$ cat config.mk
export PLATFORM = sky130hd
export DESIGN_NAME = sbp_ctrl
export DESIGN_NICKNAME = d
export VERILOG_FILES = /design/src/rtl/core/sbp_pkg.sv /design/src/rtl/core/sbp_ctrl.sv
export SDC_FILE = /design/constraint.sdc
export NUM_CORES = 1
export LEC_CHECK = 0
export BUFFER_PORTS_ARGS = -buffer_cell sky130_fd_sc_hd__buf_2
export CAP_MARGIN = 20
export CORE_AREA = 2 2 39 41
export CTS_CLUSTER_DIAMETER = 40
export DETAILED_ROUTE_END_ITERATION = 16
export DIE_AREA = 0 0 41 43
export REMOVE_ABC_BUFFERS = 1
export SETUP_SLACK_MARGIN = 0.3
export SLEW_MARGIN = 20
export SYNTH_ARGS = -nofsm -noshare
export SYNTH_HDL_FRONTEND = slang
export SYNTH_SLANG_ARGS = --single-unit
export TNS_END_PERCENT = 100
$ cat constraint.sdc
create_clock -name clk -period 1.6 [get_ports clk]
set_clock_uncertainty 0.05 [all_clocks]
set_input_delay 0.32 -clock clk [delete_from_list [all_inputs] [get_ports clk]]
set_output_delay 0.32 -clock clk [all_outputs]
set_load 0.005 [all_outputs]
$ cat src/rtl/core/sbp_pkg.sv
`default_nettype none
// ----------------------------------------------------------------------------
// sbp_pkg
// Shared types and constants of the stream byte patcher.
// ----------------------------------------------------------------------------
package sbp_pkg;

	localparam int unsigned MaxEntriesDefault = 1024;
	localparam int unsigned PatchLen = 5;
	localparam logic [7:0] UnitBytes = 8'hC0;

	typedef enum logic [1:0] {
		ACT_CLEAR  = 2'd0,
		ACT_LOAD   = 2'd1,
		ACT_SEEK   = 2'd2,
		ACT_STREAM = 2'd3
	} action_t;

	typedef enum logic [1:0] {
		CFG_KEY_HIGH  = 2'd0,
		CFG_KEY_LOW   = 2'd1,
		CFG_MASK_BITS = 2'd2
	} cfg_index_t;

	typedef struct packed {
		logic load;
		logic clear;
		logic seek;
		logic capture;
		logic rd;
		logic calc;
		logic judge;
		logic advance;
		logic emit;
		logic emit_byte;
	} cmd_t;

	typedef struct packed {
		logic full;
		logic more;
		logic skip;
		logic out_busy;
	} stat_t;

endpackage
`default_nettype wire

$ cat src/rtl/core/sbp_ctrl.sv
`default_nettype none
// ----------------------------------------------------------------------------
// sbp_ctrl
// Sequencer: actions, entry walk for stream bytes and output handoff.
// ----------------------------------------------------------------------------
module sbp_ctrl (
	input  wire logic           clk,
	input  wire logic           arst_n,
	input  wire logic           s_tvalid,
	output logic                s_tready,
	input  wire logic [1:0]     action,
	input  wire sbp_pkg::stat_t stat,
	output sbp_pkg::cmd_t       cmd
);
	typedef enum logic [4:0] {
		ST_IDLE  = 5'b00001,
		ST_READ  = 5'b00010,
		ST_CALC  = 5'b00100,
		ST_JUDGE = 5'b01000,
		ST_WAIT  = 5'b10000
	} state_t;

	state_t state_q, state_d;

	assign s_tready = (state_q == ST_IDLE) && !stat.out_busy;

	always_comb begin
		cmd = '0;
		state_d = state_q;
		case (state_q)
			ST_IDLE: begin
				if (s_tvalid && s_tready) begin
					case (action)
						sbp_pkg::ACT_CLEAR: begin cmd.clear = 1'b1; cmd.emit = 1'b1; end
						sbp_pkg::ACT_LOAD: begin cmd.load = 1'b1; cmd.emit = 1'b1; end
						sbp_pkg::ACT_SEEK: begin cmd.seek = 1'b1; cmd.emit = 1'b1; end
						default: begin
							cmd.rd = 1'b1;
							cmd.capture = 1'b1;
							state_d = ST_READ;
						end
					endcase
				end
			end
			ST_READ: begin
				if (stat.more) begin
					cmd.calc = 1'b1;
					state_d = ST_CALC;
				end else begin
					state_d = ST_WAIT;
				end
			end
			ST_CALC: state_d = ST_JUDGE;
			ST_JUDGE: begin
				if (stat.skip) begin
					cmd.advance = 1'b1;
					state_d = ST_WAIT;
				end else if (!stat.out_busy) begin
					cmd.judge = 1'b1;
					cmd.emit_byte = 1'b1;
					state_d = ST_IDLE;
				end
			end
			ST_WAIT: begin
				if (stat.more) begin
					cmd.rd = 1'b1;
					cmd.calc = 1'b0;
					state_d = ST_READ;
				end else if (!stat.out_busy) begin
					cmd.emit_byte = 1'b1;
					state_d = ST_IDLE;
				end
			end
			default: state_d = ST_IDLE;
		endcase
	end

	always_ff @(posedge clk or negedge arst_n) begin
		if (!arst_n) begin
			state_q <= ST_IDLE;
		end else begin
			state_q <= state_d;
		end
	end
endmodule
`default_nettype wire
==> impl_results.md <==
* Sw Ratio at 0.248
* Netlist cell types at 29
* Worst path bufs/invs at 1
* DR vias/cell at 5.14
* Slowest cell on crit path: dfrtp_1
* Global Route Usage Sum at 0.174
* Ant. Diodes at 0
* Crit-path max FO at 7
* Top Metal Used: met4
* H-Tree Depth at 1
* Worst setup path startpoint: state_q[1]
* Hold violation total from the final report at 0
* Final #Nets at 101
* Clock Pin Slew Worst Setup and Hold Paths at 0.04 ns
* Clock period minus worst slack at 1.95 ns
* Req. time, crit path at 1.23 ns
* Initial Util at 0.316
* Cell accounting for the most synthesized area: dfrtp_1
* CP startpoint kind: register
* Critical path class: reg2out
* Register bit total from synthesis at 5
* Largest net degree at the start of global routing at 11
* Status: complete, but fails checks
* Post-synthesis sequential area ratio at 0.289
* First-pass DRT Iterations at 3
* Antenna violations before repair at 0
* Die Footprint at 1760 µm²
* R2r setup slk at -0.01 ns
* Internal at 0.267 mW
* Share of layout cells above drive strength 1 at 0.736
* Max Slew Vio Count at 0
* Die X at 41 µm
* Critical Path AT at 1.58 ns
* Wire per inst at 13.9 µm
* Reg-to-Reg Start: state_q[3]
* NetSw at 0.0881 mW
* HP Class: in2async
* Failing checks: setup timing
* FMAX at 513 MHz
* Max cap viols at 0
* Synth-to-Final Area Change at 98.3%
* Largest cells by area after synthesis: dfrtp_1 23%, dfstp_2 6.0%, o32ai_1 6.0%
* Combinational power share at 0.234
* Largest regs: state_q x5
* First-pass GRT wire length at 2.13 mm
* Post-route ant nets at 0
* Final instance area at 868 µm²
* Post-DP HPWL at 940 µm
* Post-Syn Area per Cell at 8.59 µm²
* Final Worst Setup Slack at -0.351 ns
* Reg with most FFs: state_q
* Most common cell after layout, fill and taps aside: buf_2
* Routed met2 length at 735 µm
* Unrepaired setup endpoints after global routing: true
* Met3 routed WL at 84 µm
* Core footprint at 1380 µm²
* Die H at 43 µm
* Gr ovfl total at 0
* Final setup violation count at 12
* Placed cell area at 616 µm²
* Mapped cell area at 438 µm²
* Cells after Synth at 51
* Slew headroom at 0.770
* VDD IR max at 0.280 mV
* CTS tree: done
* Reg power frac at 0.369
* Top-area cell type share of the netlist area at 0.229
* Detailed-route DRC error count at 0
* Ports at 20
* Fin crit share at 1.22
* Clk network pwr share at 0.397
* PD cells at 409 nW/µm²
* Top delay family on crit path: simple AND/OR/NAND/NOR gates
* Clock Latency Late Sink at 0.24 ns
* Clock Path Buffers at 2
* Via count at 550
* Met1 wire length at 639 µm
* Detailed Route Iter0 Violations at 5
* Worst Tran Pin Value at 0.344 ns
* Vias in the first global route at 497
* CP endpoint kind: primary output
* Max reg flops at 5
* Sequence of cells on the critical path: or3_4 > or2_4 > nor3b_2 > buf_2
* Most frequent cells in the layout: 18 x buf_2, 15 x buf_4, 7 x buf_6
* Root Buffer: clkbuf_4
* Rows at 14
* CTS Buf Count at 3
* Port bufs at 18
* FILL cells at 103
* Final Power at 0.355 mW
* Synth warn at 0
* Total wire length at 1.49 mm
* Largest stage delay, worst path at 0.39 ns
* RD Place Congestion at 0.761
* CTS sink cnt at 5
* Static leakage at 0.376 nW
-- cells in the mapped netlist, drive strengths merged --
master,number
nand3b,1
nor3b,4
or2,2
dfstp,1
buf,5
or3,2
nand4bb,1
a31o,1
a2111oi,1
xnor2,1
dfrtp,4
nor4,2
o22ai,1
o32ai,3
nor4b,1
inv,4
o21a,1
nand2,3
nor2b,2
nor2,2
nor3,4
or4b,1
o21ai,1
a31oi,1
a21oi,2
-- cell families (layout without fill, tap and decap cells) --
family | count (synthesis) | count (layout) | synth area share
simple gates | 25 | 25 | 0.391
compound gates | 11 | 11 | 0.180
buf+inv | 9 | 49 | 0.120
flops | 5 | 5 | 0.289
xor+xnor | 1 | 1 | 0.0200
-- cell type report --
| cell class | instances | area, µm² | share of cell area |
|---|---|---|---|
| Multi-Input combinational cell | 37 | 388 | 0.447 |
| Tap cell | 16 | 20.0 | 0.0231 |
| Sequential cell | 5 | 128 | 0.147 |
| Timing Repair Buffer | 41 | 292 | 0.336 |
| Clock buffer | 4 | 26.3 | 0.0303 |
| Inverter | 4 | 15.0 | 0.0173 |
-- per-stage QoR --
stage / utilization / setup WS (ns) / cells / TNS, ns / hold slack [ns]
detailed placement: 0.445 / -0.195 / 94 / -1.08 / 0.0841
global route: 0.627 / -0.413 / 107 / -3.71 / 0.379
finish: 0.627 / -0.351 / 107 / -2.93 / 0.369
floorplan: - / -0.141 / 46 / -0.653 / -0.0256
global placement: 0.445 / -0.180 / 94 / -0.987 / 0.0821
CTS: 0.531 / -0.325 / 100 / -2.71 / 0.358
-- power by group through the flow --
| stage | Combinational (mW) | Clock [mW] | Sequential, mW |
|---|---|---|---|
| 2_1_floorplan | 0.0210 | 0 | 0.133 |
| 3_3_place_gp | 0.0578 | 0 | 0.132 |
| 3_5_place_dp | 0.0585 | 0 | 0.132 |
| 4_1_cts | 0.0696 | 0.145 | 0.131 |
| 5_1_grt | 0.0902 | 0.153 | 0.131 |
| 6_report | 0.0830 | 0.141 | 0.131 |
-- final timing paths --
| check | to | cells after the start |
|---|---|---|
| max | cmd[7] | 4 |
| min | state_q[1] | 2 |
| max reg2reg | state_q[0] | 6 |
| min reg2reg | state_q[2] | 2 |
| max in group asynchronous | state_q[0] | 2 |
| min in group clk | state_q[4] | 3 |
-- routing by layer --
metal / up-vias / GRT usage
li1: 272 / -
met1: 252 / 0.230
met2: 22 / 0.281
met3: 4 / 0.0471
met4: 0 / 0.0200
met5: - / 0
-- what timing repair did --
item / 4_1_cts / 5_1_grt
endpoints found under the setup margin: 14 / 16
setup buffers: 1 / 7
hold buffers: 1 / 0
endpoints found under the hold margin: 4 / 0
resized for setup: 15 / 17
cloned: 0 / 0
pin swaps: 8 / 9
(Power assumes the default switching activity.)
